`config.mk`:
```
export PLATFORM = sky130hd
export DESIGN_NAME = dle_etx_frame_capture_flat
export DESIGN_NICKNAME = d
export VERILOG_FILES = /design/src/hw/rtl/dle_cap_pkg.sv /design/src/hw/rtl/dle_cap_if.sv /design/src/hw/rtl/dle_cap_cfg.sv /design/src/hw/rtl/dle_cap_parser.sv /design/src/hw/rtl/dle_cap_out.sv /design/src/hw/rtl/dle_etx_frame_capture.sv /design/src/flat_wrapper.sv
export SDC_FILE = /design/constraint.sdc
export NUM_CORES = 1
export LEC_CHECK = 0
export ABC_AREA = 1
export BUFFER_PORTS_ARGS = -buffer_cell sky130_fd_sc_hd__buf_2
export CAP_MARGIN = 40
export CORE_ASPECT_RATIO = 0.7
export CORE_MARGIN = 3
export CORE_UTILIZATION = 25
export DETAILED_ROUTE_END_ITERATION = 10
export GPL_TIMING_DRIVEN = 0
export PLACE_DENSITY = 0.52
export SETUP_SLACK_MARGIN = 0.02
export SKIP_CTS_REPAIR_TIMING = 1
export SLEW_MARGIN = 20
export SYNTH_ARGS = -nofsm -noshare
export SYNTH_HDL_FRONTEND = slang
export SYNTH_SLANG_ARGS = --single-unit
```
`constraint.sdc`:
```
create_clock -name clk_i -period 5.9 [get_ports clk_i]
set_input_delay 1.18 -clock clk_i [delete_from_list [all_inputs] [get_ports clk_i]]
set_output_delay 1.18 -clock clk_i [all_outputs]
set_load 0.005 [all_outputs]
```
`src/hw/rtl/dle_cap_pkg.sv`:
```
// shared types, constants and register map of the dle/etx frame capture block
package dle_cap_pkg;

  localparam int unsigned BufBytes = 128;
  localparam int unsigned CountW   = 16;
  localparam int unsigned IndexW   = 7;
  localparam int unsigned AddrW    = 4;
  localparam int unsigned DataW    = 32;

  localparam logic [7:0] EscapeReset  = 8'h10;
  localparam logic [7:0] EndReset     = 8'h03;
  localparam logic [7:0] CaptureReset = 8'h88;

  localparam logic [CountW-1:0] IdPos      = CountW'(2);
  localparam logic [CountW-1:0] PayloadOff = CountW'(3);

  typedef enum logic [1:0] {
    REG_ESCAPE  = 2'd0,
    REG_END     = 2'd1,
    REG_CAPTURE = 2'd2
  } reg_idx_e;

  typedef enum logic {
    OP_BYTE    = 1'b0,
    OP_OVERRUN = 1'b1
  } op_e;

  typedef struct packed {
    logic [7:0] escape_code;
    logic [7:0] end_code;
    logic [7:0] capture_id;
  } cfg_t;

  typedef struct packed {
    logic              store_valid;
    logic              store_bank;
    logic [IndexW-1:0] store_index;
    logic [7:0]        store_data;
    logic              clear_valid;
    logic              clear_bank_sel;
    logic              frame_done;
    logic [7:0]        frame_id;
    logic              in_frame_now;
  } res_t;

endpackage

```
`src/hw/rtl/dle_cap_if.sv`:
```
// valid/ready channel interfaces for received items and capture results
interface dle_cap_item_if;
  logic       valid;
  logic       ready;
  logic       opcode;
  logic [7:0] rx_byte;

  modport source (output valid, output opcode, output rx_byte, input ready);
  modport sink   (input valid, input opcode, input rx_byte, output ready);
endinterface

interface dle_cap_result_if;
  logic       valid;
  logic       ready;
  logic       store_valid;
  logic       store_bank;
  logic [6:0] store_index;
  logic [7:0] store_data;
  logic       clear_valid;
  logic       clear_bank_sel;
  logic       frame_done;
  logic [7:0] frame_id;
  logic       in_frame_now;

  modport source (
    output valid, output store_valid, output store_bank, output store_index,
    output store_data, output clear_valid, output clear_bank_sel,
    output frame_done, output frame_id, output in_frame_now, input ready
  );
  modport sink (
    input valid, input store_valid, input store_bank, input store_index,
    input store_data, input clear_valid, input clear_bank_sel,
    input frame_done, input frame_id, input in_frame_now, output ready
  );
endinterface

```
`src/hw/rtl/dle_cap_cfg.sv`:
```
// apb configuration registers for escape, end and capture codes
module dle_cap_cfg import dle_cap_pkg::*; (
  input  logic             clk_i,
  input  logic             rst_ni,
  input  logic             psel,
  input  logic             penable,
  input  logic             pwrite,
  input  logic [AddrW-1:0] paddr,
  input  logic [DataW-1:0] pwdata,
  output logic [DataW-1:0] prdata,
  output logic             pready,
  output cfg_t             cfg_o
);

  cfg_t     cfg_q, cfg_d;
  reg_idx_e idx;
  logic     wr_en;

  assign idx    = reg_idx_e'(paddr[AddrW-1:2]);
  assign wr_en  = psel && penable && pwrite;
  assign pready = 1'b1;
  assign cfg_o  = cfg_q;

  always_comb begin
    cfg_d = cfg_q;
    if (wr_en) begin
      unique case (idx)
        REG_ESCAPE:  cfg_d.escape_code = pwdata[7:0];
        REG_END:     cfg_d.end_code    = pwdata[7:0];
        REG_CAPTURE: cfg_d.capture_id  = pwdata[7:0];
        default:     cfg_d = cfg_q;
      endcase
    end
  end

  always_comb begin
    unique case (idx)
      REG_ESCAPE:  prdata = {(DataW-8)'(0), cfg_q.escape_code};
      REG_END:     prdata = {(DataW-8)'(0), cfg_q.end_code};
      REG_CAPTURE: prdata = {(DataW-8)'(0), cfg_q.capture_id};
      default:     prdata = '0;
    endcase
  end

  always_ff @(posedge clk_i or negedge rst_ni) begin
    if (!rst_ni) begin
      cfg_q.escape_code <= EscapeReset;
      cfg_q.end_code    <= EndReset;
      cfg_q.capture_id  <= CaptureReset;
    end else begin
      cfg_q <= cfg_d;
    end
  end

endmodule

```
`src/hw/rtl/dle_cap_parser.sv`:
```
// frame parser state and per-byte decode of stores, clears and frame ends
module dle_cap_parser import dle_cap_pkg::*; (
  input  logic       clk_i,
  input  logic       rst_ni,
  input  cfg_t       cfg_i,
  input  logic       accept_i,
  input  logic       opcode_i,
  input  logic [7:0] rx_byte_i,
  output res_t       res_o
);

  logic              framing_q, framing_d;
  logic [CountW-1:0] count_q, count_d;
  logic [7:0]        msg_id_q, msg_id_d;
  logic [7:0]        id_use_q, id_use_d;
  logic [7:0]        prev_q, prev_d;
  logic              prev_vld_q, prev_vld_d;
  logic              bank_q, bank_d;

  always_comb begin
    logic [CountW-1:0] cnt_inc;
    logic [CountW-1:0] idx;
    logic [7:0]        mid;
    logic              prev_esc;

    framing_d  = framing_q;
    count_d    = count_q;
    msg_id_d   = msg_id_q;
    id_use_d   = id_use_q;
    prev_d     = prev_q;
    prev_vld_d = prev_vld_q;
    bank_d     = bank_q;
    res_o      = '0;

    cnt_inc  = count_q + CountW'(1);
    idx      = cnt_inc - PayloadOff;
    prev_esc = prev_vld_q && (prev_q == cfg_i.escape_code);
    mid      = (cnt_inc == IdPos) ? rx_byte_i : msg_id_q;

    if (op_e'(opcode_i) == OP_OVERRUN) begin
      if ((id_use_q != 8'd0) && (id_use_q == cfg_i.capture_id)) begin
        res_o.clear_valid    = 1'b1;
        res_o.clear_bank_sel = bank_q;
      end
      id_use_d = 8'd0;
    end else if (framing_q) begin
      if ((id_use_q == cfg_i.capture_id) && prev_esc && (rx_byte_i == cfg_i.escape_code)) begin
        prev_vld_d = 1'b0;
        prev_d     = 8'd0;
      end else begin
        count_d  = cnt_inc;
        msg_id_d = mid;
        id_use_d = mid;
        if ((mid == cfg_i.capture_id) && (cnt_inc > IdPos) && (idx < CountW'(BufBytes))) begin
          res_o.store_valid = 1'b1;
          res_o.store_bank  = bank_q;
          res_o.store_index = idx[IndexW-1:0];
          res_o.store_data  = rx_byte_i;
        end
        if ((rx_byte_i == cfg_i.end_code) && prev_esc) begin
          res_o.frame_done = 1'b1;
          res_o.frame_id   = mid;
          if (mid == cfg_i.capture_id) begin
            bank_d = ~bank_q;
          end
          framing_d = 1'b0;
          count_d   = '0;
          msg_id_d  = 8'd0;
          id_use_d  = 8'd0;
        end
        prev_d     = rx_byte_i;
        prev_vld_d = 1'b1;
      end
    end else begin
      if (rx_byte_i == cfg_i.escape_code) begin
        framing_d = 1'b1;
        count_d   = cnt_inc;
      end else begin
        count_d = '0;
      end
    end

    res_o.in_frame_now = framing_d;
  end

  always_ff @(posedge clk_i or negedge rst_ni) begin
    if (!rst_ni) begin
      framing_q  <= 1'b0;
      count_q    <= '0;
      msg_id_q   <= 8'd0;
      id_use_q   <= 8'd0;
      prev_q     <= 8'd0;
      prev_vld_q <= 1'b0;
      bank_q     <= 1'b0;
    end else if (accept_i) begin
      framing_q  <= framing_d;
      count_q    <= count_d;
      msg_id_q   <= msg_id_d;
      id_use_q   <= id_use_d;
      prev_q     <= prev_d;
      prev_vld_q <= prev_vld_d;
      bank_q     <= bank_d;
    end
  end

endmodule

```
`src/hw/rtl/dle_cap_out.sv`:
```
// result register with flow control toward the result channel
module dle_cap_out import dle_cap_pkg::*; (
  input  logic clk_i,
  input  logic rst_ni,
  input  logic in_valid_i,
  output logic in_ready_o,
  input  res_t res_i,
  output logic out_valid_o,
  input  logic out_ready_i,
  output res_t res_o
);

  logic vld_q, vld_d;
  res_t res_q;
  logic take;

  assign in_ready_o  = !vld_q || out_ready_i;
  assign take        = in_valid_i && in_ready_o;
  assign vld_d       = take || (vld_q && !out_ready_i);
  assign out_valid_o = vld_q;
  assign res_o       = res_q;

  always_ff @(posedge clk_i or negedge rst_ni) begin
    if (!rst_ni) begin
      vld_q <= 1'b0;
    end else begin
      vld_q <= vld_d;
    end
  end

  always_ff @(posedge clk_i) begin
    if (take) begin
      res_q <= res_i;
    end
  end

endmodule

```
`src/hw/rtl/dle_etx_frame_capture.sv`:
```
// top level of the dle/etx frame capture block
// result register: valid in the cycle after the item transfer, freed in the cycle taken
// throughput: one item per cycle, stalled while a held result waits on result_o.ready
// reset: asynchronous active low, parser idle, bank 0, codes at their defaults
// configuration writes take effect on the next item transfer
module dle_etx_frame_capture import dle_cap_pkg::*; (
  input  logic               clk_i,
  input  logic               rst_ni,
  dle_cap_item_if.sink       item_i,
  dle_cap_result_if.source   result_o,
  input  logic               psel,
  input  logic               penable,
  input  logic               pwrite,
  input  logic [AddrW-1:0]   paddr,
  input  logic [DataW-1:0]   pwdata,
  output logic [DataW-1:0]   prdata,
  output logic               pready
);

  cfg_t cfg;
  res_t res_comb;
  res_t res_reg;
  logic in_ready;
  logic accept;

  assign item_i.ready = in_ready;
  assign accept       = item_i.valid && in_ready;

  dle_cap_cfg u_cfg (
    .clk_i   (clk_i),
    .rst_ni  (rst_ni),
    .psel    (psel),
    .penable (penable),
    .pwrite  (pwrite),
    .paddr   (paddr),
    .pwdata  (pwdata),
    .prdata  (prdata),
    .pready  (pready),
    .cfg_o   (cfg)
  );

  dle_cap_parser u_parser (
    .clk_i     (clk_i),
    .rst_ni    (rst_ni),
    .cfg_i     (cfg),
    .accept_i  (accept),
    .opcode_i  (item_i.opcode),
    .rx_byte_i (item_i.rx_byte),
    .res_o     (res_comb)
  );

  dle_cap_out u_out (
    .clk_i       (clk_i),
    .rst_ni      (rst_ni),
    .in_valid_i  (item_i.valid),
    .in_ready_o  (in_ready),
    .res_i       (res_comb),
    .out_valid_o (result_o.valid),
    .out_ready_i (result_o.ready),
    .res_o       (res_reg)
  );

  assign result_o.store_valid    = res_reg.store_valid;
  assign result_o.store_bank     = res_reg.store_bank;
  assign result_o.store_index    = res_reg.store_index;
  assign result_o.store_data     = res_reg.store_data;
  assign result_o.clear_valid    = res_reg.clear_valid;
  assign result_o.clear_bank_sel = res_reg.clear_bank_sel;
  assign result_o.frame_done     = res_reg.frame_done;
  assign result_o.frame_id       = res_reg.frame_id;
  assign result_o.in_frame_now   = res_reg.in_frame_now;

endmodule
```
`src/flat_wrapper.sv`:
```
// flat-port wrapper written by rule: the top's interface ports become plain ports
module dle_etx_frame_capture_flat import dle_cap_pkg::*;
  (clk_i, rst_ni, psel, penable, pwrite, paddr, pwdata, prdata, pready, item_i_valid, item_i_opcode, item_i_rx_byte, item_i_ready, result_o_valid, result_o_store_valid, result_o_store_bank, result_o_store_index, result_o_store_data, result_o_clear_valid, result_o_clear_bank_sel, result_o_frame_done, result_o_frame_id, result_o_in_frame_now, result_o_ready);
  dle_cap_item_if item_i_i ();
  dle_cap_result_if result_o_i ();
  input  logic clk_i;
  input  logic rst_ni;
  input  logic psel;
  input  logic penable;
  input  logic pwrite;
  input  logic [AddrW-1:0] paddr;
  input  logic [DataW-1:0] pwdata;
  output logic [DataW-1:0] prdata;
  output logic pready;
  input wire logic [$bits(item_i_i.valid)-1:0] item_i_valid;
  input wire logic [$bits(item_i_i.opcode)-1:0] item_i_opcode;
  input wire logic [$bits(item_i_i.rx_byte)-1:0] item_i_rx_byte;
  output wire logic [$bits(item_i_i.ready)-1:0] item_i_ready;
  output wire logic [$bits(result_o_i.valid)-1:0] result_o_valid;
  output wire logic [$bits(result_o_i.store_valid)-1:0] result_o_store_valid;
  output wire logic [$bits(result_o_i.store_bank)-1:0] result_o_store_bank;
  output wire logic [$bits(result_o_i.store_index)-1:0] result_o_store_index;
  output wire logic [$bits(result_o_i.store_data)-1:0] result_o_store_data;
  output wire logic [$bits(result_o_i.clear_valid)-1:0] result_o_clear_valid;
  output wire logic [$bits(result_o_i.clear_bank_sel)-1:0] result_o_clear_bank_sel;
  output wire logic [$bits(result_o_i.frame_done)-1:0] result_o_frame_done;
  output wire logic [$bits(result_o_i.frame_id)-1:0] result_o_frame_id;
  output wire logic [$bits(result_o_i.in_frame_now)-1:0] result_o_in_frame_now;
  input wire logic [$bits(result_o_i.ready)-1:0] result_o_ready;
  assign item_i_i.valid = item_i_valid;
  assign item_i_i.opcode = item_i_opcode;
  assign item_i_i.rx_byte = item_i_rx_byte;
  assign item_i_ready = item_i_i.ready;
  assign result_o_valid = result_o_i.valid;
  assign result_o_store_valid = result_o_i.store_valid;
  assign result_o_store_bank = result_o_i.store_bank;
  assign result_o_store_index = result_o_i.store_index;
  assign result_o_store_data = result_o_i.store_data;
  assign result_o_clear_valid = result_o_i.clear_valid;
  assign result_o_clear_bank_sel = result_o_i.clear_bank_sel;
  assign result_o_frame_done = result_o_i.frame_done;
  assign result_o_frame_id = result_o_i.frame_id;
  assign result_o_in_frame_now = result_o_i.in_frame_now;
  assign result_o_i.ready = result_o_ready;
  dle_etx_frame_capture u_core (.clk_i(clk_i), .rst_ni(rst_ni), .item_i(item_i_i), .result_o(result_o_i), .psel(psel), .penable(penable), .pwrite(pwrite), .paddr(paddr), .pwdata(pwdata), .prdata(prdata), .pready(pready));
endmodule
```
==> results.tsv <==
metric	value	unit
outcome	finished clean	
finalMaxSlewViolations	0	
synth_common_cells	nand2_1, inv_1, dfrtp_1	
num-fill-cells	2307	
start_util	26.0	%
boundaryPins	116	
ys.warnings.count	0	
drive_above_1_share	21.4	%
cts-root-to-sink-buffers	2	
yosys_most_used_dff	dfrtp_1	
area_growth	19.3	%
worstSetupStartpointType	primary input	
yosysTopAreaCell	dfrtp_1	
totalWireLength	16300	um
synth_largest_type_area_fraction	28.5	%
timing.critical_path.arrival	3.90	ns
timing.final.crit_period	3.70	ns
layout.area.seq	0.00258	mm^2
p_total	2.16	mW
detailed_place_hpwl	12600	um
p_per_area	327	mW/mm^2
required	6.09	ns
totalNegativeSetupSlack	0	ns
async_flop_share	70.1	%
preCtsSetupSlack	1.85	ns
die_width	184	um
rsz0062_at_grt	false	
global_route.usage.total	13.5	%
worstMarginPinSlew	0.836	ns
grt_first_pass_wirelength	24700	um
fp.coreArea	0.0213	mm^2
route.detailed.wl_per_inst	15.7	um
via_count	4637	
maxCapViolations	0	
cts.reportedPaths.clkPinSlew	0.07	ns
std_cell_rows	44	
netlist_area	0.00554	mm^2
drc	0	
worstSkewPairLatency	0.35	ns
nets	811	
yosys.cell_types.count	43	
tritoncts_clock_tree	yes	
post_synth_main_area_contributors	dfrtp_1, edfxtp_1, nand2_1, inv_1, o21ai_0	
dr.pass1.iters	5	
buffer_ports.inserted	64	
synthesis.area_per_instance	8.43	um^2
drtIter0Drc	422	
ys_seq_area_share	46.6	%
number_of_enable_type_register_cells_in_the_synthesized_netlist	29	
antenna_diode_count	0	
slew_headroom	44.3	%
post_drt_via_cell_ratio	4.47	
fmax	0.270	GHz
syn-instance-count	657	
ys_seq_elements	97	
setup-violations-final	0	
period_share	62.7	%
flop_to_flop_setup_slack	2.37	ns
power.static_leakage	3.06	nW
cts_num_sinks	97	
vias_in_the_first_global_route	4105	
critical_path_start_end_classification	primary input to flip-flop	
finalCoreUtilization	31.1	%
tritoncts.num_buffers	9	
design.die.area	0.0240	mm^2
cts_root_buffer	clkbuf_16	
htreeDepth	3	
chipHeight	130	um
holdWs	0.479	ns
gr-total-overflow	0	
worst_setup_path_end_kind	flip-flop	
gpl_congestion	0.859	
detail-route-antenna-nets	0	
fin_skew	0.0156	ns
path_max_fanout	10	
multi_input_area	0.00243	mm^2
vdd_ir_drop_max	0.160	mV
synth_most_common_cell	nand2_1	
worst_setup_margin	2.20	ns
hold_viol	0	
holdCritPathClass	flip-flop to flip-flop	
grt_max_degree	36	
number_of_antenna_violations_at_the_first_check_in_global_routing	0	
-- sequential cells by signal, indices dropped and copies added, names as in the netlist --
name                        flops
u_core.u_out.res_o             29
u_core.u_cfg.cfg_o             24
u_core.u_parser.count_q        16
u_core.u_parser.id_use_q        8
u_core.u_parser.msg_id_q        8
u_core.u_parser.prev_q          8
u_core.u_out.out_valid_o        1
u_core.u_parser.bank_q          1
u_core.u_parser.framing_q       1
u_core.u_parser.prev_vld_q      1
-- area by class of cell --
type,instances,share of cell area [%]
flip-flops and latches,97,39.0
multi-input cells,457,36.8
well taps,276,5.23
repair buffers,65,5.19
inverters,89,5.09
plain buffers,37,4.19
clock buffers,11,3.52
clock inverters,5,0.966
-- final timing paths --
path	start	to	cells after the start
min in group asynchronous	rst_ni	u_core.u_cfg.cfg_o[23]	1
worst min-delay path	u_core.u_parser.bank_q	u_core.u_parser.bank_q	2
worst min register to register	u_core.u_parser.bank_q	u_core.u_parser.bank_q	2
worst max register to register	u_core.u_cfg.cfg_o[7]	u_core.u_parser.count_q[10]	10
worst max-delay path	item_i_rx_byte[4]	u_core.u_parser.count_q[10]	11
max in group asynchronous	rst_ni	u_core.u_parser.count_q[1]	2
-- placed cells by master (no fill, tap or decap), types with 26 or more instances in the layout --
| cell | instances |
|---|---|
| dfrtp_1 | 63 |
| buf_2 | 64 |
| nor2_1 | 30 |
| nand3_1 | 36 |
| nand4_1 | 26 |
| buf_4 | 27 |
| nand2_1 | 159 |
| o21ai_0 | 54 |
| inv_1 | 85 |
| edfxtp_1 | 29 |
-- kinds of logic after synthesis --
kind of cell	count (synthesis)	synth area share, %
compound gates	99	10.1
fa+ha+maj	3	0.678
xor+xnor	24	3.80
simple gates	306	27.6
other cells	2	0.136
flops	97	46.6
buf+inv	126	11.1
-- per-layer routing --
| metal | vias up | track usage, % | wire, um |
|---|---|---|---|
| li1 | 2322 | - | - |
| met1 | 2113 | 23.2 | 9030 |
| met2 | 198 | 16.7 | 5850 |
| met3 | 4 | 3.13 | 1370 |
| met4 | 0 | 1.78 | 70 |
| met5 | - | 0 | 0 |
-- power by group --
part	internal, mW	switching (mW)
registers	0.813	0.108
logic	0.243	0.384
clock network	0.334	0.276
total	1.39	0.768
-- critical path, cell delays in order --
cell and delay (ns):
buf_2 0.14, inv_1 0.17, nand2_1 0.11, nand4_1 0.09, nor3_1 0.44, nand3_1 0.21, o21bai_1 0.35, inv_1 0.22
o211ai_1 0.35, clkbuf_1 0.50, o22ai_1 0.14
-- per-stage QoR --
step | area (um^2) | std cells
2_1_floorplan | 5620 | 680
3_3_place_gp | 6290 | 1020
3_5_place_dp | 6310 | 1021
4_1_cts | 6610 | 1037
5_1_grt | 6610 | 1037
6_report | 6610 | 1037
Note: power is estimated with default switching activity, not from simulation.
